<file path="src/rtl/multi_sensor_reading_qualifier_unit_defines.svh">
// assertion macros used by the top-level rtl file
`ifndef MULTI_SENSOR_READING_QUALIFIER_UNIT_DEFINES_SVH
`define MULTI_SENSOR_READING_QUALIFIER_UNIT_DEFINES_SVH

`ifndef NO_ASSERTIONS

`define MSRQ_ASSERT_IMPLY(label, clk, rst, ante, cons, msg) \
   label: assert property (@(posedge clk) disable iff (rst) (ante) |-> (cons)) \
      else $error(msg);

`define MSRQ_ASSERT_NEXT(label, clk, rst, ante, cons, msg) \
   label: assert property (@(posedge clk) disable iff (rst) (ante) |=> (cons)) \
      else $error(msg);

`else

`define MSRQ_ASSERT_IMPLY(label, clk, rst, ante, cons, msg)

`define MSRQ_ASSERT_NEXT(label, clk, rst, ante, cons, msg)

`endif

`endif

</file>
<file path="src/rtl/msrq_pkg.sv">
package msrq_pkg;

   localparam int SAMPLE_W  = 10;
   localparam int LIMIT_W   = 15;
   localparam int KIND_W    = 3;
   localparam int CSR_IDX_W = 2;

   typedef logic [SAMPLE_W-1:0] sample_type;
   typedef logic [LIMIT_W-1:0]  count_type;
   typedef logic [KIND_W-1:0]   kind_type;

   localparam kind_type KIND_AVERAGE  = 3'd0;
   localparam kind_type KIND_NO_DATA  = 3'd1;
   localparam kind_type KIND_WARNING  = 3'd2;
   localparam kind_type KIND_ONE_BAD  = 3'd3;
   localparam kind_type KIND_MANY_BAD = 3'd4;

   localparam logic [CSR_IDX_W-1:0] CSR_VALID_LOW     = 2'd0;
   localparam logic [CSR_IDX_W-1:0] CSR_VALID_HIGH    = 2'd1;
   localparam logic [CSR_IDX_W-1:0] CSR_FAILURE_LIMIT = 2'd2;

   localparam sample_type VALID_LOW_RST  = 10'd280;
   localparam sample_type VALID_HIGH_RST = 10'd620;
   localparam count_type  LIMIT_RST      = 15'd0;

endpackage

</file>
<file path="src/rtl/msrq_ram.sv">
module msrq_ram #(
   parameter int WIDTH = 10,
   parameter int DEPTH = 2
) (
   input  logic                                      clock,
   input  logic                                      we,
   input  logic [((DEPTH > 1) ? $clog2(DEPTH) : 1)-1:0] waddr,
   input  logic [WIDTH-1:0]                          wdata,
   input  logic [((DEPTH > 1) ? $clog2(DEPTH) : 1)-1:0] raddr,
   output logic [WIDTH-1:0]                          rdata
);

   logic [WIDTH-1:0] mem_ff [DEPTH];
   logic [WIDTH-1:0] rdata_ff;

   always_ff @(posedge clock) begin
      if (we) begin
         mem_ff[waddr] <= wdata;
      end
      rdata_ff <= mem_ff[raddr];
   end

   assign rdata = rdata_ff;

endmodule

</file>
<file path="src/rtl/msrq_div.sv">
module msrq_div
   import msrq_pkg::*;
#(
   parameter int CNT_W = 2,
   parameter int SUM_W = 12
) (
   input  logic             clock,
   input  logic             reset,
   input  logic             start,
   input  logic [SUM_W-1:0] dividend,
   input  logic [CNT_W-1:0] divisor,
   output logic             done,
   output sample_type       quotient
);

   localparam int STEP_W = $clog2(SAMPLE_W);

   logic              busy_ff, busy_in;
   logic              done_ff, done_in;
   logic [STEP_W-1:0] step_ff, step_in;
   logic [CNT_W-1:0]  rem_ff, rem_in;
   logic [CNT_W-1:0]  dvs_ff, dvs_in;
   sample_type        q_ff, q_in;
   logic [CNT_W:0]    trial;
   logic              ge;

   // quotient fits in SAMPLE_W bits, so the high dividend bits start below the divisor
   always_comb begin
      trial   = {rem_ff, q_ff[SAMPLE_W-1]};
      ge      = (trial >= {1'b0, dvs_ff});
      busy_in = busy_ff;
      done_in = 1'b0;
      step_in = step_ff;
      rem_in  = rem_ff;
      dvs_in  = dvs_ff;
      q_in    = q_ff;
      if (start) begin
         busy_in = 1'b1;
         step_in = '0;
         rem_in  = dividend[SUM_W-1:SAMPLE_W];
         q_in    = dividend[SAMPLE_W-1:0];
         dvs_in  = divisor;
      end else if (busy_ff) begin
         rem_in  = ge ? CNT_W'(trial - {1'b0, dvs_ff}) : trial[CNT_W-1:0];
         q_in    = {q_ff[SAMPLE_W-2:0], ge};
         step_in = step_ff + 1'b1;
         if (step_ff == STEP_W'(SAMPLE_W - 1)) begin
            busy_in = 1'b0;
            done_in = 1'b1;
         end
      end
   end

   always_ff @(posedge clock) begin
      if (reset) begin
         busy_ff <= 1'b0;
         done_ff <= 1'b0;
      end else begin
         busy_ff <= busy_in;
         done_ff <= done_in;
      end
      step_ff <= step_in;
      rem_ff  <= rem_in;
      dvs_ff  <= dvs_in;
      q_ff    <= q_in;
   end

   assign done     = done_ff;
   assign quotient = q_ff;

endmodule

</file>
<file path="src/rtl/multi_sensor_reading_qualifier_unit.sv">
// channel | dir | handshake                 | word
// req     | in  | req_valid / req_ready     | req_sample
// rsp     | out | rsp_valid / rsp_ready     | rsp_result_kind, rsp_moisture
// csr     | in  | csr_we (no wait)          | csr_index, csr_wdata
//
// one word at a time: accept, counter read-modify-write, a walk over the CHANNELS
// entries of both memories, then a status or no-data word goes straight out, while
// an average runs through the 10-step divider first
// per-entry valid bits make reset take effect at once, no clearing pass
// a finished word waits in the rsp register; a new word is accepted meanwhile
`include "multi_sensor_reading_qualifier_unit_defines.svh"

module multi_sensor_reading_qualifier_unit
   import msrq_pkg::*;
#(
   parameter int CHANNELS = 2
) (
   input  logic                 clock,
   input  logic                 reset,
   input  logic                 req_valid,
   output logic                 req_ready,
   input  logic [SAMPLE_W-1:0]  req_sample,
   output logic                 rsp_valid,
   input  logic                 rsp_ready,
   output logic [KIND_W-1:0]    rsp_result_kind,
   output logic [SAMPLE_W-1:0]  rsp_moisture,
   input  logic                 csr_we,
   input  logic [CSR_IDX_W-1:0] csr_index,
   input  logic [LIMIT_W-1:0]   csr_wdata
);

   localparam int CH_W  = (CHANNELS > 1) ? $clog2(CHANNELS) : 1;
   localparam int CNT_W = $clog2(CHANNELS + 1);
   localparam int SUM_W = SAMPLE_W + CNT_W;

   localparam logic [2:0] ST_IDLE  = 3'd0;
   localparam logic [2:0] ST_CHECK = 3'd1;
   localparam logic [2:0] ST_WALK  = 3'd2;
   localparam logic [2:0] ST_FIN   = 3'd3;
   localparam logic [2:0] ST_DIV   = 3'd4;
   localparam logic [2:0] ST_OUT   = 3'd5;

   logic [2:0]          state_ff, state_in;
   sample_type          low_ff, low_in;
   sample_type          high_ff, high_in;
   count_type           limit_ff, limit_in;
   logic [CH_W-1:0]     chan_ff, chan_in;
   logic [CH_W-1:0]     ch_ff, ch_in;
   sample_type          sample_ff, sample_in;
   logic [CHANNELS-1:0] rd_vld_ff, rd_vld_in;
   logic [CHANNELS-1:0] cnt_vld_ff, cnt_vld_in;
   logic                fail_ff, fail_in;
   logic [CNT_W-1:0]    walk_ff, walk_in;
   logic                pend_ff, pend_in;
   logic [CH_W-1:0]     pidx_ff, pidx_in;
   logic [1:0]          nbad_ff, nbad_in;
   logic [SUM_W-1:0]    sum_ff, sum_in;
   logic [CNT_W-1:0]    num_ff, num_in;
   logic                rsp_valid_ff, rsp_valid_in;
   kind_type            rsp_kind_ff, rsp_kind_in;
   sample_type          rsp_moist_ff, rsp_moist_in;
   kind_type            kind_ff, kind_in;
   sample_type          moist_ff, moist_in;

   logic                rd_we, cnt_we;
   logic [CH_W-1:0]     raddr;
   sample_type          rd_q;
   count_type           cnt_q, cnt_wdata;
   count_type           c_cur, cap;
   logic [LIMIT_W:0]    c_inc;
   sample_type          r_cur;
   logic                check_on, out_band, div_start, div_done;
   sample_type          div_q;

   msrq_ram #(.WIDTH(SAMPLE_W), .DEPTH(CHANNELS)) u_readings (
      .clock (clock),
      .we    (rd_we),
      .waddr (ch_ff),
      .wdata (sample_ff),
      .raddr (raddr),
      .rdata (rd_q)
   );

   msrq_ram #(.WIDTH(LIMIT_W), .DEPTH(CHANNELS)) u_counters (
      .clock (clock),
      .we    (cnt_we),
      .waddr (ch_ff),
      .wdata (cnt_wdata),
      .raddr (raddr),
      .rdata (cnt_q)
   );

   msrq_div #(.CNT_W(CNT_W), .SUM_W(SUM_W)) u_div (
      .clock    (clock),
      .reset    (reset),
      .start    (div_start),
      .dividend (sum_ff),
      .divisor  (num_ff),
      .done     (div_done),
      .quotient (div_q)
   );

   assign req_ready = (state_ff == ST_IDLE);
   assign check_on  = ~limit_ff[LIMIT_W-1];
   assign cap       = {limit_ff[LIMIT_W-2:0], 1'b0};
   assign out_band  = (sample_ff < low_ff) || (sample_ff > high_ff);

   // entries never written since reset read as zero
   always_comb begin
      if (state_ff == ST_CHECK) begin
         c_cur = cnt_vld_ff[ch_ff] ? cnt_q : '0;
      end else begin
         c_cur = cnt_vld_ff[pidx_ff] ? cnt_q : '0;
      end
      r_cur = rd_vld_ff[pidx_ff] ? rd_q : '0;
      c_inc = {1'b0, c_cur} + 1'b1;
   end

   always_comb begin
      state_in     = state_ff;
      low_in       = low_ff;
      high_in      = high_ff;
      limit_in     = limit_ff;
      chan_in      = chan_ff;
      ch_in        = ch_ff;
      sample_in    = sample_ff;
      rd_vld_in    = rd_vld_ff;
      cnt_vld_in   = cnt_vld_ff;
      fail_in      = fail_ff;
      walk_in      = walk_ff;
      pend_in      = 1'b0;
      pidx_in      = pidx_ff;
      nbad_in      = nbad_ff;
      sum_in       = sum_ff;
      num_in       = num_ff;
      rsp_valid_in = rsp_valid_ff && !rsp_ready;
      rsp_kind_in  = rsp_kind_ff;
      rsp_moist_in = rsp_moist_ff;
      kind_in      = kind_ff;
      moist_in     = moist_ff;
      rd_we        = 1'b0;
      cnt_we       = 1'b0;
      cnt_wdata    = c_cur;
      raddr        = chan_ff;
      div_start    = 1'b0;

      if (csr_we) begin
         case (csr_index)
            CSR_VALID_LOW:     low_in   = csr_wdata[SAMPLE_W-1:0];
            CSR_VALID_HIGH:    high_in  = csr_wdata[SAMPLE_W-1:0];
            CSR_FAILURE_LIMIT: limit_in = csr_wdata;
            default: ;
         endcase
      end

      case (state_ff)
         ST_IDLE: begin
            if (req_valid) begin
               sample_in = req_sample;
               ch_in     = chan_ff;
               chan_in   = (chan_ff == CH_W'(CHANNELS - 1)) ? '0 : chan_ff + 1'b1;
               state_in  = ST_CHECK;
            end
         end
         ST_CHECK: begin
            // counter update: up on an out-of-band sample, saturating at twice the limit, else down to zero
            if (out_band) begin
               cnt_wdata = (c_inc > {1'b0, cap}) ? cap : c_inc[LIMIT_W-1:0];
            end else begin
               cnt_wdata = (c_cur != '0) ? c_cur - 1'b1 : c_cur;
            end
            cnt_we           = check_on;
            if (check_on) begin
               cnt_vld_in[ch_ff] = 1'b1;
            end
            rd_we            = 1'b1;
            rd_vld_in[ch_ff] = 1'b1;
            fail_in          = check_on && out_band;
            walk_in          = '0;
            nbad_in          = '0;
            sum_in           = '0;
            num_in           = '0;
            state_in         = ST_WALK;
         end
         ST_WALK: begin
            raddr = walk_ff[CH_W-1:0];
            if (walk_ff < CNT_W'(CHANNELS)) begin
               pend_in = 1'b1;
               pidx_in = walk_ff[CH_W-1:0];
               walk_in = walk_ff + 1'b1;
            end
            if (pend_ff) begin
               if (fail_ff) begin
                  if ({1'b0, c_cur} > {2'b00, limit_ff[LIMIT_W-2:0]} && nbad_ff != 2'd2) begin
                     nbad_in = nbad_ff + 1'b1;
                  end
               end else if (r_cur > low_ff && r_cur < high_ff) begin
                  sum_in = sum_ff + SUM_W'(r_cur);
                  num_in = num_ff + 1'b1;
               end
               if (pidx_ff == CH_W'(CHANNELS - 1)) begin
                  state_in = ST_FIN;
               end
            end
         end
         ST_FIN: begin
            moist_in = '0;
            state_in = ST_OUT;
            if (fail_ff) begin
               case (nbad_ff)
                  2'd0:    kind_in = KIND_WARNING;
                  2'd1:    kind_in = KIND_ONE_BAD;
                  default: kind_in = KIND_MANY_BAD;
               endcase
            end else if (num_ff == '0) begin
               kind_in = KIND_NO_DATA;
            end else begin
               kind_in   = KIND_AVERAGE;
               div_start = 1'b1;
               state_in  = ST_DIV;
            end
         end
         ST_DIV: begin
            if (div_done) begin
               moist_in = div_q;
               state_in = ST_OUT;
            end
         end
         ST_OUT: begin
            if (!rsp_valid_ff || rsp_ready) begin
               rsp_valid_in = 1'b1;
               rsp_kind_in  = kind_ff;
               rsp_moist_in = moist_ff;
               state_in     = ST_IDLE;
            end
         end
         default: state_in = ST_IDLE;
      endcase
   end

   always_ff @(posedge clock) begin
      if (reset) begin
         state_ff     <= ST_IDLE;
         low_ff       <= VALID_LOW_RST;
         high_ff      <= VALID_HIGH_RST;
         limit_ff     <= LIMIT_RST;
         chan_ff      <= '0;
         rd_vld_ff    <= '0;
         cnt_vld_ff   <= '0;
         pend_ff      <= 1'b0;
         rsp_valid_ff <= 1'b0;
      end else begin
         state_ff     <= state_in;
         low_ff       <= low_in;
         high_ff      <= high_in;
         limit_ff     <= limit_in;
         chan_ff      <= chan_in;
         rd_vld_ff    <= rd_vld_in;
         cnt_vld_ff   <= cnt_vld_in;
         pend_ff      <= pend_in;
         rsp_valid_ff <= rsp_valid_in;
      end
      ch_ff        <= ch_in;
      sample_ff    <= sample_in;
      fail_ff      <= fail_in;
      walk_ff      <= walk_in;
      pidx_ff      <= pidx_in;
      nbad_ff      <= nbad_in;
      sum_ff       <= sum_in;
      num_ff       <= num_in;
      rsp_kind_ff  <= rsp_kind_in;
      rsp_moist_ff <= rsp_moist_in;
      kind_ff      <= kind_in;
      moist_ff     <= moist_in;
   end

   assign rsp_valid       = rsp_valid_ff;
   assign rsp_result_kind = rsp_kind_ff;
   assign rsp_moisture    = rsp_moist_ff;

   // an average only counts readings above the low bound, so it is never zero
   `MSRQ_ASSERT_IMPLY(a_avg_nonzero, clock, reset, rsp_valid_ff && rsp_kind_ff == KIND_AVERAGE, rsp_moist_ff != '0, "average word with zero moisture")
   `MSRQ_ASSERT_IMPLY(a_status_zero, clock, reset, rsp_valid_ff && rsp_kind_ff != KIND_AVERAGE, rsp_moist_ff == '0, "status word with nonzero moisture")
   `MSRQ_ASSERT_NEXT(a_chan_step, clock, reset, req_valid && req_ready, (CHANNELS == 1) || (chan_ff != $past(chan_ff)), "channel index did not advance")
   `MSRQ_ASSERT_IMPLY(a_div_state, clock, reset, div_done, state_ff == ST_DIV, "divider finished outside divide state")

endmodule
</file>
<file path="config.mk">
export PLATFORM = sky130hd
export DESIGN_NAME = multi_sensor_reading_qualifier_unit
export DESIGN_NICKNAME = d
export VERILOG_FILES = /design/src/rtl/msrq_pkg.sv /design/src/rtl/msrq_ram.sv /design/src/rtl/msrq_div.sv /design/src/rtl/multi_sensor_reading_qualifier_unit.sv
export VERILOG_INCLUDE_DIRS = /design/src /design/src/rtl
export SDC_FILE = /design/constraint.sdc
export NUM_CORES = 1
export LEC_CHECK = 0
export BUFFER_PORTS_ARGS = -buffer_cell sky130_fd_sc_hd__buf_4
export CAP_MARGIN = 20
export CORE_MARGIN = 2
export CORE_UTILIZATION = 50
export CTS_CLUSTER_DIAMETER = 30
export CTS_CLUSTER_SIZE = 30
export DETAILED_ROUTE_END_ITERATION = 16
export PLACE_DENSITY_LB_ADDON = 0.12
export SLEW_MARGIN = 40
export SYNTH_ARGS = -nofsm -noshare
export SYNTH_HDL_FRONTEND = slang
export SYNTH_SLANG_ARGS = --single-unit
</file>
<file path="constraint.sdc">
create_clock -name clock -period 5 [get_ports clock]
set_input_delay 0.25 -clock clock [delete_from_list [all_inputs] [get_ports clock]]
set_output_delay 0.25 -clock clock [all_outputs]
set_load 0.005 [all_outputs]
</file>
Word-level counts from Yosys, hierarchy flattened
Memory sizes are Yosys's and may differ from the RTL's. A register that Yosys moved wholly into a read port is not among the register bits. Cells that the tools add are included.

Latch bits: 0. Word-level logic and storage cells: 171. Input port bits: 32. Memories: 2. RAM bits: 50. Memory bits (read-only): 0. Register bits after elaboration: 122. Output and inout bits: 15.

Multiply operators: 0. Div/mod/pow operators: 0. Shift-type cells: 0. Bitwise logic cells: 5. Mux-type cells: 66. Add/subtract/negate cells: 9. Equal/unequal tests: 20. Order comparisons: 11. Reductions and logical operators: 31.

Memories: u_counters.mem_ff (words 2, bits a word 15, read ports 1, clocked after memory_dff 1, wr ports 1, RTL line msrq_ram.sv:13) `logic [WIDTH-1:0] mem_ff [DEPTH];`; u_readings.mem_ff (words 2, bits a word 10, read ports 1, clocked after memory_dff 1, wr ports 1, RTL line msrq_ram.sv:13).

Operator list (number): 15-bit 2-to-1 mux (7); 10-bit 2-to-1 mux (4); 12-bit 2-to-1 mux (3); 1-bit 2-to-1 mux (28); 12-bit case mux with 2 select lines (1); 10-bit > comparator (2); 10-bit less-than comparator (2); 2-bit 2-to-1 mux (10); 2-bit != test (second input constant) (10); 10-bit case mux with 2 select lines (1); 3-bit 2-to-1 mux (6); 3-bit case mux with 6 select lines (1); 2-bit AND reduction (9); 15-bit by 1-bit adder with 16-bit output (second input constant) (1); 16-bit by 15-bit > comparator with 1-bit output (1); 15-bit by 14-bit > comparator with 1-bit output (1); 15-bit nonzero test (1); 15-bit by 1-bit subtractor with 15-bit output (second input constant) (1); 12-bit by 10-bit adder with 12-bit output (1); 2-bit case mux with 2 select lines (3); 4-bit AND reduction (2); 2-bit by 1-bit adder with 2-bit output (second input constant) (3); 3-bit by 2-bit equality test with 1-bit output (second input constant) (2); 3-bit equality test (second input constant) (2); other kinds (25) (40).

Logic depth before layout (Yosys ltp)
Gate-level depths: netlist of the first run.

Depth in word-level cells: 10. Gate-level depth with buffers: 23. Depth with buffers taken out: 19.

Cells and area by module
A second synthesis of the first run with hierarchy kept.

Cell total of the unflattened synthesis: 955. Area total of the unflattened synthesis: 10293.6 um^2.

By module, submodules not included: multi_sensor_reading_qualifier_unit (times used 1, seq. area each 2612.5 um^2, cells each 780, area each 6942.9 um^2); msrq_ram at u_counters (times used 1, seq. area each 1201.2 um^2, cells each 64, area each 1451.4 um^2); msrq_ram at u_readings (times used 1, seq. area each 800.8 um^2, cells each 43, area each 974.7 um^2); msrq_div (times used 1, seq. area each 540.5 um^2, cells each 68, area each 924.6 um^2).

Least setup slack after synthesis of the first run
OpenSTA, ideal clock, no wires.

Path type: register -> register. Start point: register state_ff[0]. End point: memory u_counters.mem_ff[0][13] (netlist bit) (data pin). Data required time: 4.735 ns. Cell stages (with the launch flop): 23. Setup slack: 0.119 ns. Arrival: 4.617 ns. Period minus slack after synthesis: 4.881 ns. Buffers on the path: 3. Library setup time: 0.265 ns. Path through: dfxtp_1 -> or3b_1 -> buf_2 -> a21oi_4 -> mux2_4 -> buf_2 -> buf_2 -> nand2_1 -> inv_1 -> ha_1 -> nand3_1 -> or3_1 -> nor2_1 -> xnor2_1 -> nor2_1 -> ha_1 -> a21oi_1 -> nand2_1 -> a221o_1 -> nor3b_1 -> o21ai_4 -> mux2_4 -> a221o_1.

Longest elaborated chain between the ends: 7. Elaborated cells between the ends (all ways): 10. Classes of those cells: add/sub (2); order compare (1); eq/ne (1); mux (5); reduce/logical (1).

RTL lines: start: declaration (RTL line multi_sensor_reading_qualifier_unit.sv:43) `logic [2:0] state_ff, state_in;`; start signal: assignment (RTL line multi_sensor_reading_qualifier_unit.sv:253) `state_ff <= state_in;`; 3-bit by 1-bit equality test with 1-bit output * (RTL line multi_sensor_reading_qualifier_unit.sv:110, multi_sensor_reading_qualifier_unit.sv:156); 15-bit 2-to-1 mux (RTL line multi_sensor_reading_qualifier_unit.sv:110) `if (state_ff == ST_CHECK) begin`; 15-bit by 1-bit adder with 16-bit output (RTL line multi_sensor_reading_qualifier_unit.sv:116) `c_inc = {1'b0, c_cur} + 1'b1;`; 16-bit by 15-bit > comparator with 1-bit output (RTL line multi_sensor_reading_qualifier_unit.sv:168) `cnt_wdata = (c_inc > {1'b0, cap}) ? cap : c_inc[LIMIT_W-1:0];`; 15-bit 2-to-1 mux (RTL line multi_sensor_reading_qualifier_unit.sv:168); 15-bit 2-to-1 mux (RTL line multi_sensor_reading_qualifier_unit.sv:167) `if (out_band) begin`; 15-bit 2-to-1 mux * (RTL line multi_sensor_reading_qualifier_unit.sv:156) `case (state_ff)`; via cnt_wdata[13] (RTL line multi_sensor_reading_qualifier_unit.sv:68) `count_type cnt_q, cnt_wdata;`; end: declaration (RTL line msrq_ram.sv:13).

Mark *: on every way through the listed nets, which the timed path passes. The rest lies on a longest branch.

Final worst setup path of the first run
Start point: register ch_ff. End point: memory u_counters.mem_ff[1][13] (netlist bit) (data pin).

Longest elaborated chain between the ends: 9. Elaborated cells between the ends (all ways): 12. Classes of those cells: add/sub (2); order compare (1); mux (8); reduce/logical (1).

RTL lines: start: declaration (RTL line multi_sensor_reading_qualifier_unit.sv:48) `logic [CH_W-1:0] ch_ff, ch_in;`; start signal: assignment (RTL line multi_sensor_reading_qualifier_unit.sv:263) `ch_ff <= ch_in;`; 1-bit 2-to-1 mux (not written as such) * (2 in a row) (RTL line multi_sensor_reading_qualifier_unit.sv:111) `c_cur = cnt_vld_ff[ch_ff] ? cnt_q : '0;`; 15-bit 2-to-1 mux * (RTL line multi_sensor_reading_qualifier_unit.sv:111); 15-bit 2-to-1 mux * (RTL line multi_sensor_reading_qualifier_unit.sv:110); 15-bit by 1-bit adder with 16-bit output (RTL line multi_sensor_reading_qualifier_unit.sv:116); 16-bit by 15-bit > comparator with 1-bit output (RTL line multi_sensor_reading_qualifier_unit.sv:168); 15-bit 2-to-1 mux (RTL line multi_sensor_reading_qualifier_unit.sv:168); 15-bit 2-to-1 mux (RTL line multi_sensor_reading_qualifier_unit.sv:167); 15-bit 2-to-1 mux * (RTL line multi_sensor_reading_qualifier_unit.sv:156); via cnt_wdata[13] (RTL line multi_sensor_reading_qualifier_unit.sv:68).

Mark *: on every way through the listed nets, which the timed path passes. The rest lies on a longest branch. The select of a mux whose other input is x is not followed.

==> results of run 1 <==
## Yosys cell counts, types with 3 or more instances
library cell	count
or2_2	3
o22ai_1	5
o21bai_1	3
nand2_1	110
and3_1	4
a21oi_1	58
nand3_1	15
nor4_1	4
buf_2	5
a211oi_1	8
nor2_1	87
a32oi_1	4
xor2_1	12
nor3_1	21
clkbuf_1	34
nand3b_1	7
a21o_1	6
a31oi_1	6
ha_1	86
a2111oi_0	4
and3b_1	3
a211o_1	9
edfxtp_1	121
a221o_1	3
mux2i_1	18
mux2_2	28
and4_1	4
nand4_1	14
o21ai_0	35
nor3b_1	5
o21a_1	9
or4_1	4
nand2b_1	10
and2_1	23
xnor2_1	17
a22oi_1	3
dfxtp_1	76
o2111ai_1	3
o211ai_1	3
or3_1	6
inv_1	56
nor2b_1	19
## power groups by stage
stage	clock network (mW)	logic [mW]	registers, mW
6_report	1.33	2.30	2.54
5_1_grt	1.41	2.54	2.58
4_1_cts	1.35	2.25	2.53
3_5_place_dp	0	2.23	2.56
3_3_place_gp	0	2.19	2.56
2_1_floorplan	0	1.73	2.38
## stage by stage
step	hold slack (ns)	total power, mW	utilization
global placement	0.402	4.76	0.539
finish	0.0422	6.17	0.575
global route	0.0337	6.53	0.575
floorplan	0.349	4.11	-
detailed placement	0.405	4.79	0.541
CTS	0.0315	6.13	0.574
## cells by family (layout without fill, tap and decap cells)
family / Yosys count / in the layout / synth area share
compound gates: 173 / 173 / 0.110
xor+xnor: 29 / 29 / 0.0248
fa+ha+maj: 87 / 87 / 0.107
buf+inv: 98 / 160 / 0.0373
flops: 197 / 197 / 0.504
mux: 48 / 48 / 0.0514
simple gates: 346 / 346 / 0.165
## cell type report
type / instances / area [sq um] / share of cell area
timing repair buffer: 72 / 577 / 0.0497
multi-input combinational: 683 / 4750 / 0.410
clock buffer: 18 / 429 / 0.0370
inverter: 56 / 210 / 0.0181
tap: 270 / 338 / 0.0291
sequential: 197 / 5150 / 0.444
clock inverter: 14 / 138 / 0.0119
## timing repair
item,in CTS,in global routing
hold buffers,10,0
gates resized for setup,0,6
endpoints found under the setup margin,0,28
endpoints found under the hold margin,10,0
## registers in the layout (all words and copies together), names as in the netlist, 12 cells and up
name and flops:
limit_ff 15, sum_ff 12, u_counters.rdata 15, u_readings.mem_ff 20
u_counters.mem_ff 30
## worst paths after layout
path | start | endpoint | slack [ns] | cells after the start
setup / recovery | ch_ff | u_counters.mem_ff[1][13] | 0.30 | 19
hold / removal | csr_wdata[3] | low_ff[3] | 0.04 | 2
setup reg to reg | ch_ff | u_counters.mem_ff[1][13] | 0.30 | 19
hold reg to reg | moist_ff[6] | rsp_moisture[6] | 0.42 | 0
## worst register-to-register path, cell delays in order, from the launching register on
cell and delay, ns:
edfxtp_1 0.50, and4bb_2 0.30, a21oi_4 0.15, mux2_4 0.21, nand2_1 0.09, inv_1 0.12, ha_1 0.20, nand3_1 0.14
or3_4 0.40, nor2_1 0.13, xnor2_1 0.13, nor2_1 0.08, ha_1 0.34, and4_1 0.24, nand2_1 0.09, a2111oi_2 0.27
nor3b_2 0.11, o21ai_4 0.27, mux2_4 0.33, a221o_1 0.36
## metal layers
| metal | GRT usage | up-vias | routed length [um] |
|---|---|---|---|
| met5 | 0 | - | 0 |
| met4 | 0.0721 | 0 | 380 |
| met3 | 0.0481 | 35 | 1620 |
| met2 | 0.328 | 256 | 10000 |
| met1 | 0.332 | 3475 | 11300 |
| li1 | - | 3618 | - |
==> flow_metrics.py, run 1 <==
metrics = {
    "detailed_routing": {
        "ant_nets": 0,
        "drt_iter0_markers": 537,
        "remaining_drc_errors": 0,
        "routed_wl_um": 23400,
        "via_per_inst": 5.64,
        "route.vias.total": 7384,
        "wl_per_cell_um": 17.8,
        "drt_first_pass_iters": 5,
    },
    "critical_path": {
        "cp_cell_sequence": "and4bb_2, a21oi_4, mux2_4, nand2_1, inv_1, ha_1, nand3_1, or3_4, nor2_1, xnor2_1, nor2_1, ha_1, and4_1, nand2_1, a2111oi_2, nor3b_2, o21ai_4, mux2_4, a221o_1",
        "crit_type": "reg -> reg",
        "end_kind": "register",
        "crit_path_max_fanout": 5,
        "crit_slowest_cell": "edfxtp_1",
        "path_delay_family": "simple AND/OR/NAND/NOR gates",
        "cpPeakStageDelay_ns": 0.50,
        "required_ns": 5.19,
        "path_buf_inv": 1,
        "arrival_ns": 4.89,
        "crit_path_start_kind": "register",
    },
    "die": {
        "start_util": 0.507,
        "ios": 47,
        "rows": 52,
        "core_sq_mm": 0.0202,
        "die_h_um": 147,
        "dieWidth_um": 147,
        "die-area_sq_mm": 0.0216,
    },
    "global_route": {
        "grt_pass1_wl_um": 37800,
        "grt_use_total": 0.224,
        "antenna_found_initial": 0,
        "grt-ovfl-total": 0,
        "grt_max_degree": 48,
        "grt_pass1_vias": 7020,
    },
    "synthesis": {
        "synth_area_leaders": "edfxtp_1 (36%), dfxtp_1 (15%), ha_1 (11%), nand2_1 (4.0%), nor2_1 (3.2%)",
        "yosys_register_bits": 197,
        "yosys.area.top_type_share": 0.355,
        "syn-num-nets": 1097,
        "async_flop_share": 0,
        "synthFlopType": "edfxtp_1",
        "syn_avg_cell_area_sq_um": 10.5,
        "synth_area_leader_cell": "edfxtp_1",
        "synth_cell_types": 63,
        "yosys_warnings": 0,
        "ys_seq_area_frac": 0.504,
        "synth_area_sq_mm": 0.0102,
        "synth_edf_count": 121,
        "syn_inst": 978,
    },
    "finish": {
        "layout_commonest_cell": "edfxtp_1",
        "final_net_count": 1146,
        "finish.instance_area_sq_mm": 0.0116,
        "layout-drive-gt1-share": 0.140,
        "final_cells": 1310,
        "nFillCells": 1776,
        "antenna_cells": 0,
        "area_delta_synth_final_pct": 13.4,
        "layout_common_cells": "edfxtp_1 (121), nand2_1 (110), ha_1 (86)",
    },
    "clock_tree": {
        "cts-buffers-inserted": 17,
        "insertion_delay_ns": 0.44,
        "cts_buffer_depth": 2,
        "cts_setup_buffers": 0,
        "cts_max_level": 4,
        "cts_tree": "built",
        "clkSinkCount": 197,
        "cts_root_buf": "clkbuf_16",
        "clk_pin_slew_ns": 0.08,
    },
    "placement": {
        "port_buffers": 46,
        "placed_cell_area_sq_mm": 0.0109,
        "hpwl_um": 17100,
        "gp_congestion": 0.954,
        "dp_slack_ns": 0.239,
        "place_inst": 1268,
    },
    "sta": {
        "fin_ws_ns": 0.303,
        "finalHoldViolCount": 0,
        "tightest_slew_ns": 0.762,
        "maxSlewHeadroom": 0.488,
        "rsz0062_at_grt": "false",
        "fmax_mhz": 213,
        "setup_tns_ns": 0,
        "setup_viol": 0,
        "finClkSkew_ns": 0.0100,
        "drv_slew": 0,
        "fin_crit_sh": 0.939,
        "fin_crit_ns": 4.70,
    },
    "pwr": {
        "p_int_mw": 3.85,
        "pwr-share-seq": 0.411,
        "vdd_drop_max_mv": 0.290,
        "p_leak_nw": 4.51,
        "p_sw_mw": 2.32,
        "pwr-share-clk": 0.215,
        "p_comb_frac": 0.373,
        "netSwitchingFraction": 0.377,
        "p_per_area_mw_per_mm2": 532,
    },
    "flow_run": {
        "cap_violations": 0,
    },
    "run_status": {
        "status": "finished clean",
    },
    "min_path": {
        "hp-class": "in -> reg",
    },
}
(Power assumes the default switching activity.)
==> run 2, diff against run 1 <==
--- a/config.mk
+++ b/config.mk
@@ -8,6 +8,7 @@
 export LEC_CHECK = 0
 export BUFFER_PORTS_ARGS = -buffer_cell sky130_fd_sc_hd__buf_4
 export CAP_MARGIN = 20
+export CORE_ASPECT_RATIO = 1.5
 export CORE_MARGIN = 2
 export CORE_UTILIZATION = 50
 export CTS_CLUSTER_DIAMETER = 30
==> run 2 against run 1 <==
  * Worst hold slack better by 0.0030 ns
  * Sequential cell count is the same
  * Cell count about the same
  * Via count is 1.5% lower
  * Largest cell class unchanged
==> flow_metrics.py, run 2 (synthesis results as in run 1) <==
metrics = {
    "run_status": {
        "status": "finished clean",
    },
    "min_path": {
        "hp-class": "in -> reg",
        "hold_path_end": "high_ff[9]",
        "hp-start": "csr_wdata[9]",
        "hold_depth": 2,
    },
    "pwr": {
        "pwr-share-clk": 0.206,
        "p_comb_frac": 0.378,
        "p_int_mw": 3.87,
        "pwr-share-seq": 0.416,
        "p_sw_mw": 2.24,
        "p_per_area_mw_per_mm2": 528,
        "p_leak_nw": 4.50,
        "netSwitchingFraction": 0.367,
        "vdd_drop_max_mv": 0.302,
    },
    "detailed_routing": {
        "ant_nets": 0,
        "drt_iter0_markers": 509,
        "wl_per_cell_um": 18.7,
        "route.vias.total": 7273,
        "remaining_drc_errors": 0,
        "via_per_inst": 5.56,
        "drt_first_pass_iters": 5,
        "routed_wl_um": 24500,
    },
    "critical_path": {
        "crit_type": "reg -> reg",
        "path_buf_inv": 1,
        "worstRegToRegCells": 19,
        "crit_slowest_cell": "or3b_1",
        "crit_path_start_kind": "register",
        "r2r-end": "u_counters.mem_ff[0][13]",
        "cp_cell_sequence": "or3b_1, a21oi_4, mux2_4, nand2_1, inv_1, ha_1, nand3_1, or3_4, nor2_1, xnor2_1, nor2_1, ha_1, and4_1, nand2_1, a2111oi_1, nor3b_1, o21ai_4, mux2_4, a221o_1",
        "required_ns": 5.18,
        "end_kind": "register",
        "r2r_start": "state_ff[2]",
        "arrival_ns": 4.92,
        "path_delay_family": "simple AND/OR/NAND/NOR gates",
        "rrSetupSlack_ns": 0.26,
        "cpPeakStageDelay_ns": 0.44,
        "crit_path_max_fanout": 5,
    },
    "sta": {
        "tightest_slew_ns": 0.847,
        "fmax_mhz": 211,
        "rsz0062_at_grt": "false",
        "setup_viol": 0,
        "finalHoldViolCount": 0,
        "drv_slew": 0,
        "setup_tns_ns": 0,
        "fin_crit_sh": 0.948,
        "fin_crit_ns": 4.74,
        "maxSlewHeadroom": 0.430,
        "finClkSkew_ns": 0.00806,
    },
    "finish": {
        "final_cells": 1309,
        "nFillCells": 1800,
        "area_delta_synth_final_pct": 13.3,
        "top_register": "u_counters.mem_ff",
        "final_net_count": 1151,
        "multi_input_area_sq_mm": 0.00474,
        "ff_latch_area_sq_mm": 0.00515,
        "layout-drive-gt1-share": 0.135,
        "finish.instance_area_sq_mm": 0.0116,
        "reg_top3": "u_counters.mem_ff: 30 flops, u_readings.mem_ff: 20 flops",
        "layout_common_cells": "edfxtp_1 (121), nand2_1 (110), ha_1 (86)",
        "antenna_cells": 0,
        "layout_commonest_cell": "edfxtp_1",
        "largest_reg_flops": 30,
    },
    "die": {
        "ios": 47,
        "die_h_um": 179,
        "core_sq_mm": 0.0203,
        "die-area_sq_mm": 0.0216,
        "dieWidth_um": 121,
        "rows": 64,
        "start_util": 0.505,
    },
    "clock_tree": {
        "insertion_delay_ns": 0.43,
        "cts_tree": "built",
        "cts_setup_buffers": 0,
        "cts_max_level": 4,
        "cts_buffer_depth": 2,
        "cts_root_buf": "clkbuf_16",
        "cts-buffers-inserted": 17,
        "clkSinkCount": 197,
        "clk_pin_slew_ns": 0.07,
    },
    "global_route": {
        "grt_max_degree": 48,
        "grt_pass1_vias": 7346,
        "grt-ovfl-total": 0,
        "grt_use_total": 0.237,
        "antenna_found_initial": 0,
        "grt_pass1_wl_um": 38800,
    },
    "placement": {
        "port_buffers": 46,
        "placed_cell_area_sq_mm": 0.0109,
        "place_inst": 1267,
        "gp_congestion": 0.912,
        "hpwl_um": 18400,
    },
    "flow_run": {
        "cap_violations": 0,
    },
}
-- run 2: final cells by class --
cell class                      instances  area share
Multi-Input combinational cell        683       0.409
Clock inverter                          7     0.00410
Clock buffer                           25      0.0420
Sequential cell                       197       0.445
Tap cell                              264      0.0285
Inverter                               56      0.0181
Timing Repair Buffer                   77      0.0530
-- run 2: worst max path at each step --
stage                     start  depth (start not counted)                  endpoint  slack (ns)
CTS                 state_ff[2]                         20   u_counters.mem_ff[0][3]        0.12
global route        state_ff[2]                         19  u_counters.mem_ff[0][11]        0.05
detailed placement  state_ff[2]                         20   u_counters.mem_ff[1][3]        0.15
global placement    state_ff[2]                         19  u_counters.mem_ff[0][13]        0.27
floorplan           state_ff[0]                         22  u_counters.mem_ff[0][13]        0.12
finish              state_ff[2]                         19  u_counters.mem_ff[0][13]        0.26
-- run 2: routing by layer --
metal / vias up / wire length, um / GRT usage / share of wire
li1: 3608 / - / - / -
met1: 3474 / 9870 / 0.271 / 0.40
met5: - / 0 / 0 / 0
met3: 53 / 584 / 0.0331 / 0.024
met2: 138 / 13100 / 0.435 / 0.54
met4: 0 / 922 / 0.111 / 0.038
-- run 2: repair_timing --
item	4_1_cts	5_1_grt
endpoints found under the hold margin	10	0
gates resized for setup	0	3
setup endpoints to repair	0	30
hold buffers	10	0
-- run 2: metrics by stage --
stage	total power, mW	hold slack, ns	utilization	worst slack (ns)
after floorplan	4.11	0.349	-	0.119
after global placement	4.81	0.403	0.538	0.268
after detailed placement	4.86	0.406	0.540	0.146
after CTS	6.14	0.0283	0.571	0.119
after global routing	6.48	0.0452	0.572	0.0460
final	6.11	0.0452	0.572	0.260
-- run 2: power by group through the flow --
stage          Combinational [mW]  Clock (mW)  Sequential, mW
6_report                     2.31        1.26            2.54
5_1_grt                      2.54        1.35            2.58
4_1_cts                      2.31        1.29            2.54
3_5_place_dp                 2.29           0            2.57
3_3_place_gp                 2.24           0            2.57
2_1_floorplan                1.73           0            2.38
